$ cat src/indexed_array_insert_delete_defines.svh
// Assertion macros for the indexed list RTL.
// Included by modules that carry concurrent checks; depends on a clock named clk and reset rst.
`ifndef INDEXED_ARRAY_INSERT_DELETE_DEFINES_SVH
`define INDEXED_ARRAY_INSERT_DELETE_DEFINES_SVH
`ifndef SYNTHESIS
// Same-cycle implication, disabled during reset.
`define IAID_ASSERT_IMPL(label, ante, cons, msg) \
  label: assert property (@(posedge clk) disable iff (rst) (ante) |-> (cons)) else $error(msg);
// Next-cycle implication, disabled during reset.
`define IAID_ASSERT_NEXT(label, ante, cons, msg) \
  label: assert property (@(posedge clk) disable iff (rst) (ante) |=> (cons)) else $error(msg);
`else
`define IAID_ASSERT_IMPL(label, ante, cons, msg)
`define IAID_ASSERT_NEXT(label, ante, cons, msg)
`endif
`endif

$ cat src/iaid_pkg.sv
// Package for the indexed list block: sizes, codes and transaction structs.
// Used by every module of the block; depends on nothing.
package iaid_pkg;

  localparam int CAPACITY   = 64;
  localparam int DATA_W     = 32;
  localparam int POS_W      = 7;
  localparam int ENTRY_W    = 7;
  localparam int CNT_W      = $clog2(CAPACITY + 1);
  localparam int CMP_W      = (CNT_W > POS_W) ? CNT_W : POS_W;
  localparam int GROUP      = 8;
  localparam int NUM_GROUPS = (CAPACITY + GROUP - 1) / GROUP;

  typedef enum logic {
    OP_INSERT = 1'b0,
    OP_DELETE = 1'b1
  } op_t;

  typedef enum logic [1:0] {
    ST_DONE  = 2'd0,
    ST_FULL  = 2'd1,
    ST_EMPTY = 2'd2,
    ST_RANGE = 2'd3
  } status_t;

  // Request transaction.
  typedef struct packed {
    op_t                      operation;
    logic [POS_W-1:0]         position;
    logic signed [DATA_W-1:0] item_value;
  } req_t;

  // Result transaction.
  typedef struct packed {
    status_t                  status;
    logic signed [DATA_W-1:0] removed_value;
    logic [ENTRY_W-1:0]       entry_count;
  } res_t;

  // Control broadcast to every cell of the chain.
  typedef struct packed {
    logic              shift_ins;
    logic              shift_del;
    logic [CMP_W-1:0]  pos;
    logic [DATA_W-1:0] item;
  } cell_ctl_t;

endpackage

$ cat src/iaid_cell.sv
// One storage cell of the list chain: holds a single entry.
// Depends on iaid_pkg; neighbors feed left_data and right_data.
module iaid_cell (
  input  logic                         clk,
  input  iaid_pkg::cell_ctl_t          ctl,
  input  logic [iaid_pkg::CMP_W-1:0]   idx,
  input  logic [iaid_pkg::DATA_W-1:0]  left_data,
  input  logic [iaid_pkg::DATA_W-1:0]  right_data,
  output logic [iaid_pkg::DATA_W-1:0]  data,
  output logic [iaid_pkg::DATA_W-1:0]  tap
);

  logic [iaid_pkg::DATA_W-1:0] data_next;

  // Insert moves entries at and above the position up and writes the item there; delete pulls later entries down.
  always_comb begin
    data_next = data;
    if (ctl.shift_ins) begin
      if (idx > ctl.pos) begin
        data_next = left_data;
      end else if (idx == ctl.pos) begin
        data_next = ctl.item;
      end
    end else if (ctl.shift_del) begin
      if (idx >= ctl.pos) begin
        data_next = right_data;
      end
    end
  end

  always_ff @(posedge clk) begin
    data <= data_next;
  end

  // The cell at the requested position offers its entry to the readout tree.
  assign tap = (idx == ctl.pos) ? data : '0;

endmodule

$ cat config.mk
export PLATFORM = sky130hd
export DESIGN_NAME = iaid_cell
export DESIGN_NICKNAME = d
export VERILOG_FILES = /design/src/indexed_array_insert_delete_defines.svh /design/src/iaid_pkg.sv /design/src/iaid_cell.sv
export SDC_FILE = /design/constraint.sdc
export NUM_CORES = 1
export LEC_CHECK = 0
export CAP_MARGIN = 30
export CORE_MARGIN = 4
export CORE_UTILIZATION = 25
export DETAILED_ROUTE_END_ITERATION = 8
export DONT_BUFFER_PORTS = 1
export GPL_ROUTABILITY_DRIVEN = 0
export PLACE_DENSITY = 0.38
export SLEW_MARGIN = 20
export SYNTH_ARGS = -nofsm -noshare
export SYNTH_HDL_FRONTEND = slang
export SYNTH_SLANG_ARGS = --single-unit
$ cat constraint.sdc
create_clock -name clk -period 4.26 [get_ports clk]
set_input_delay 0.426 -clock clk [delete_from_list [all_inputs] [get_ports clk]]
set_output_delay 0.426 -clock clk [all_outputs]
set_load 0.03 [all_outputs]
# [Word-level counts from Yosys, hierarchy flattened]
# Cells that the tools add are included.
[word_totals] ff_bits=32 output_inout_bits=64
[classes] n_mux=6 n_reduce_logical=3 n_eq_ne=2 n_lt_le_gt_ge=2
[op_table] operator="32-bit 2-to-1 mux" n=6
[op_table] operator="7-bit == test" n=1
[op_table] operator="7-bit greater-or-equal comparator" n=1
[op_table] operator="7-bit > comparator" n=1
[op_table] operator="2-bit nonzero test" n=2
[op_table] operator="3-bit by 1-bit inequality test with 1-bit output (second input constant)" n=1
[op_table] operator="3-bit AND reduction" n=1

# [Logic depth before layout (Yosys ltp)]
# Gate-level depths: netlist of the first run.
[depth] depth_word=4 ltp_mapped=9 ltp_nobuf=6

# [Least setup slack after synthesis of the first run]
# Ideal clock, no wire load.
[synth_timing] kind="input-to-reg" start="input ctl[38] (netlist bit)" end="register data[0] (netlist bit), enable pin" setup_slack_ns=0.864 setup_ns=0.432 required_ns=3.828 t_arrival_ns=2.965 cell_stages=7 cell_sequence="inv_1 ha_1 and4_1 buf_6 clkbuf_1 o31ai_1 a21oi_1"
[synth_between] elab_chain_cells=3 elab_cells_between_ends=6 classes_between="order compare (2); eq/ne (2); reduce/logical (2)"
[synth_rtl] element="start: declaration" line_no="iaid_cell.sv:5" text="input iaid_pkg::cell_ctl_t ctl,"
[synth_rtl] element="7-bit > comparator (tied with other cells)" line_no="iaid_cell.sv:19" text="if (idx > ctl.pos) begin"
[synth_rtl] element="3-bit by 1-bit inequality test with 1-bit output (no source line) or 2-bit nonzero test (tied branches)"
[synth_rtl] element="3-bit AND reduction (no source line) (*)"
[synth_rtl] element="end signal: assignment" line_no="iaid_cell.sv:32" text="data <= data_next;"
[synth_rtl] element="end: declaration" line_no="iaid_cell.sv:9" text="output logic [iaid_pkg::DATA_W-1:0] data,"
# Every way passes the cells marked *; elsewhere a longest branch is shown, timed or not.
# A chain may end at the register's enable or synchronous reset.

# [Worst setup path in the final report of the first run]
[layout_timing] start="input ctl[38] (netlist bit)" end="register data[31] (netlist bit), data pin"
[layout_between] elab_chain_cells=3
[layout_rtl] element="7-bit > comparator" line_no="iaid_cell.sv:19"
[layout_rtl] element="32-bit 2-to-1 mux" line_no="iaid_cell.sv:19"
[layout_rtl] element="32-bit 2-to-1 mux" line_no="iaid_cell.sv:18" text="if (ctl.shift_ins) begin"
[layout_rtl] element="via data_next (one bit)" line_no="iaid_cell.sv:13" text="logic [iaid_pkg::DATA_W-1:0] data_next;"
# The timed path passes the listed nets, and every way through them passes these cells.

==> metrics.md, run 1 <==
| Metric | Value |
|---|---|
| Status | `finished clean` |
| Fill count | `1,137` |
| Row cnt | `37` |
| Syn_area_per_cell | `8.92 µm²` |
| RSZ-0062 raised after global routing | `false` |
| Die Y | `111 µm` |
| Worst-path fanout max | `24` |
| Reg area | `961 µm²` |
| Via count | `about 2,400` |
| Max Fclk | `0.383 GHz` |
| Mapped cell area | `2630 µm²` |
| Crit path DAT | `2750 ps` |
| DIE AREA | `12,200 µm²` |
| Final ANT Viol Nets | `0` |
| NumNets Final | `388` |
| Crit Path Class | `input pin to register` |
| Postcts setup bufs | `0` |
| CP startpoint kind | `input pin` |
| Slowest stage delay, CP | `around 560 ps` |
| Post-Syn Instances | `295` |
| Max-Cap Viols | `0` |
| Max FFs per register | `32` |
| Placed insts | `397` |
| Largest reg by FF count | `data` |
| Largest delay share family, worst path | `buffers and inverters` |
| Most used cell along the critical path | `buf_4` |
| Clock sink count | `32` |
| Yosys top cell area share | `between 30% and 40%` |
| Port Buf Inserts | `0` |
| Worst path buffer plus inverter count | `3` |
| Biggest regs | `data x32` |
| Post-DP HPWL | `6.50 mm` |
| Slew @ Worst Pin | `726 ps` |
| Setup TNS | `0 ps` |
| First-pass iteration count of the detailed router | `4` |
| Die width | `approximately 110 µm` |
| Critical Path RT | `4400 ps` |
| Design area | `between 2000 and 3000 µm²` |
| Worst-path clk slew | `80 ps` |
| Final setup vio count | `0` |
| Synth-to-layout area growth | `4.94%` |
| Sequential share of the synthesized area | `a little over a third` |
| Starting Density | `between 20% and 30%` |
| GRT overflow | `0` |
| Largest net degree at the start of global routing | `130` |
| Vias in the first global route | `2,380` |
| Final design utilization | `26.9%` |
| Crit-path slowest cell | `o21a_1` |
| Commonest non-fill, non-tap cell in the layout | `and3_1` |
| DRT Wirelength | `9.31 mm` |
| Synth warn | `0` |
| Share of the clock period used by the worst path | `61.3%` |
| Placed cell areas | `2680 µm²` |
| Avg WL per Cell | `23.0 µm` |
| H-tree level count | `2` |
| First-pass GRT wire length | `roughly 14 mm` |
| Final Hold Viols | `0` |
| Post-route setup slack | `about 1600 ps` |
| CORE AREA | `10,300 µm²` |
| Slew HR | `51.6%` |
| Setup Slack @ Placement | `~1400 ps` |
| CTS Buf Count | `5` |
| Synthesized Nets | `415` |
| LEAKAGE | `1.01 nW` |
| Clock Tree Root | `clkbuf_8` |
| CP cell instances | `inv_1, ha_1, and4_1, buf_4, o21a_1, buf_4, o2111ai_1, nand3_1` |
| DRC errors left | `0` |
| Iteration-0 DRC Markers | `91` |
| Setup crit end kind | `register` |
| Initial antenna violation count | `0` |
| Hold WC Path Type | `input pin to register` |
| IO Pins | `177` |
| Top cells by area, synth | `edfxtp_1 37%, o2111ai_1 11%, and3_1 7.8%, a31oi_1 7.6%, nand4_1 7.6%` |
| Synth Register Bits | `32` |
| Max-slew violation count | `0` |
| Vias per inst | `approximately 5.8` |
| Final Instance Count excl. Fillers | `between 400 and 500` |
| Maximum VDD drop | `0.000106 V` |
| GRT Overall Usage | `14.6%` |
| Period minus WS final | `between 2000 and 3000 ps` |
| Share of cells above drive strength 1 | `under 10%` |
| Leading area contributor after synthesis | `edfxtp_1` |
| Hold Buf Count CTS | `0` |
| CTS max path bufs | `2` |
| PwrDens | `approximately 340 nW/µm²` |
| CTS tree | `yes` |
| Synth unique cells | `24` |
| Multi-input gate area | `about 1400 µm²` |
| Ant diodes | `0` |
| Post-CTS Resized | `0` |
per-stage QoR:
stage | total power [mW] | hold WS (ps)
floorplan | 0.679 | 656
global placement | 0.715 | 661
detailed placement | 0.724 | 668
CTS | 0.968 | 360
global route | 1.01 | 358
finish | 0.951 | 369
cell usage after synthesis, drive strengths merged:
cell	n
and3	33
a31oi	32
o31ai	1
nand3	32
o21ai	2
and4	1
inv	7
nor2	1
and3b	1
nand4	32
a21oi	3
o21a	2
and2	1
nor2b	32
o2111ai	32
buf	23
a21o	1
ha	7
nand2	2
edfxtp	32
clkbuf	18
path summary, 6_finish.rpt:
check	depth (start not counted)	startpoint	slack, ps	end
worst min-delay path	2	ctl[40]	370	data[11]$_DFFE_PP_
worst max-delay path	8	ctl[38]	1650	data[31]$_DFFE_PP_
metal layers:
metal	part of all wire [%]	global-route usage [%]
met3	8.6	4.77
met2	50	25.0
met1	40	17.6
met5	0	0
met4	1.3	3.69
final cells by class:
type | count | share of cell area, %
flip-flops and latches | 32 | 34.8
clock inverters | 2 | 0.408
well taps | 136 | 6.16
clock buffers | 6 | 2.63
inverters | 7 | 0.951
repair buffers | 7 | 2.63
multi-input cells | 215 | 52.4
kinds of logic after synthesis:
kind of cell / share of synthesized area, %
AO/OA/AOI/OAI: 20.3
buffers and inverters: 9.27
flip-flops: 36.5
adder cells (fa/ha/maj): 3.33
AND/OR/NAND/NOR: 30.6
power by group:
group	switching [mW]	internal, mW
sequential	0.131	0.416
combinational	0.103	0.0612
clock	0.126	0.114
total	0.360	0.591
Power figures use the tool's default switching activity.
==> inputs of run 2 (changes only) <==
Clock period 4.26 ns to 2.6 ns, I/O delays scaled along.
==> run 2 against run 1 <==
Via count fell by 0.76%. Sequential cell count did not move. Non-clock buffer count increased by 3. Total power increased by 72%. Cell count increased by 0.74%. Sequential power rose by 64%. Global-route usage decreased by 0.14 points. Count of clock-buffer cells in the layout unchanged. Core utilization rose by 0.43 points. Combinational power increased by 64%. Clock power rose by 97%. Largest cell class unchanged.
==> metrics.md, run 2 (synthesis gave the netlist of run 1 again) <==
| Metric | Value |
|---|---|
| Final ANT Viol Nets | `0` |
| Share of the clock period used by the worst path | `about three quarters` |
| Row cnt | `37` |
| Total power | `1.64 mW` |
| Status | `finished clean` |
| Min Hold Slack | `between 200 and 250 ps` |
| Fill count | `approximately 1,100` |
| Max Fclk | `0.520 GHz` |
| Setup crit end kind | `register` |
| Slew @ Worst Pin | `877 ps` |
| Largest net degree at the start of global routing | `130` |
| Via count | `2,351` |
| Setup TNS | `0 ps` |
| Commonest non-fill, non-tap cell in the layout | `and3_1` |
| Largest delay share family, worst path | `buffers and inverters` |
| Post-DP HPWL | `6.41 mm` |
| Setup Slack @ Placement | `371 ps` |
| Most used cell along the critical path | `buf_4` |
| NumNets Final | `391` |
| Critical Path RT | `~2600 ps` |
| Iteration-0 DRC Markers | `156` |
| DRT Wirelength | `roughly 9.2 mm` |
| Max-Cap Viols | `0` |
| Max Used Layer | `met4` |
| CTS Buf Count | `5` |
| PwrDens | `584 nW/µm²` |
| Vias per inst | `5.76` |
| H-tree level count | `2` |
| GRT Overall Usage | `14.5%` |
| Crit Path Class | `input pin to register` |
| Clock sink count | `32` |
| GRT overflow | `0` |
| Vias in the first global route | `between 2,000 and 2,500` |
| CTS tree | `yes` |
| Post-route setup slack | `679 ps` |
| Initial antenna violation count | `0` |
| Synth-to-layout area growth | `6.61%` |
| IO Pins | `~180` |
| Postcts setup bufs | `0` |
| LEAKAGE | `1.04 nW` |
| Worst-path clk slew | `70 ps` |
| Crit-path slowest cell | `buf_4` |
| CP cell instances | `inv_1, ha_1, and4_1, buf_4, o21ai_2, buf_4, nand4_1, nand3_1` |
| Largest reg by FF count | `data` |
| CTS max path bufs | `2` |
| Die width | `111 µm` |
| Starting Density | `25.6%` |
| Port Buf Inserts | `0` |
| Final design utilization | `27.3%` |
| RSZ-0062 raised after global routing | `false` |
| Period minus WS final | `between 1500 and 2000 ps` |
| Hold Buf Count CTS | `0` |
| DIE AREA | `~12,000 µm²` |
| Ant diodes | `0` |
| Die Y | `approximately 110 µm` |
| Maximum VDD drop | `0.000183 V` |
| Crit path DAT | `1950 ps` |
| Worst path buffer plus inverter count | `3` |
| Worst-path fanout max | `36` |
| First-pass iteration count of the detailed router | `4` |
| DRC errors left | `0` |
| M1 WL | `3.73 mm` |
| Avg WL per Cell | `approximately 23 µm` |
| First-pass GRT wire length | `14.3 mm` |
| Met3 WL | `832 µm` |
| CORE AREA | `10,300 µm²` |
| Slowest stage delay, CP | `340 ps` |
| CP startpoint kind | `input pin` |
| Share of cells above drive strength 1 | `7.72%` |
| Slew HR | `41.6%` |
| Biggest regs | `data x32` |
| Clock Tree Root | `clkbuf_8` |
| Hold WC Path Type | `input pin to register` |
| WL met2 | `4.58 mm` |
| Max FFs per register | `32` |
| Post-CTS Resized | `0` |
| Max-slew violation count | `0` |
| Final setup vio count | `0` |
| Final Hold Viols | `0` |
## run 2: changes by cell type in the layout (fill, tap and decap cells not counted), sizes merged
cell,previous run,this run
bufinv,0,1
buf,7,10
clkinvlp,1,0
## run 2: worst paths after layout
| path | start | endpoint | slack, ps | depth (start not counted) |
|---|---|---|---|---|
| max | ctl[38] | data[16]$_DFFE_PP_ | 680 | 8 |
| min | ctl[11] | data[11]$_DFFE_PP_ | 210 | 2 |
## run 2: power by group
part           leakage, nW  total [mW]  internal (mW)  switching (mW)
clock network       0.0552       0.472          0.284           0.187
registers            0.298       0.899          0.682           0.216
logic                0.683       0.270          0.101           0.169
## run 2: cell type report
| cell class | instances | area, µm² | share of cell area [%] |
|---|---|---|---|
| repair buffers | 10 | 95.1 | 3.39 |
| multi-input cells | 215 | 1450 | 51.5 |
| flip-flops and latches | 32 | 961 | 34.2 |
| clock inverters | 2 | 35.0 | 1.25 |
| inverters | 7 | 26.3 | 0.936 |
| clock buffers | 6 | 72.6 | 2.59 |
| well taps | 136 | 170 | 6.06 |
## run 2: metrics by stage
stage                     std cells  cell area [µm²]
final                           408             2810
after floorplan                 295             2640
after global placement          399             2670
after CTS                       408             2810
after global routing            408             2810
after detailed placement        400             2700
## run 2: per-layer routing
metal	up-vias	global-route usage (%)
met2	104	24.7
met1	1106	17.3
li1	1136	-
met4	0	3.20
met3	5	5.42
met5	-	0
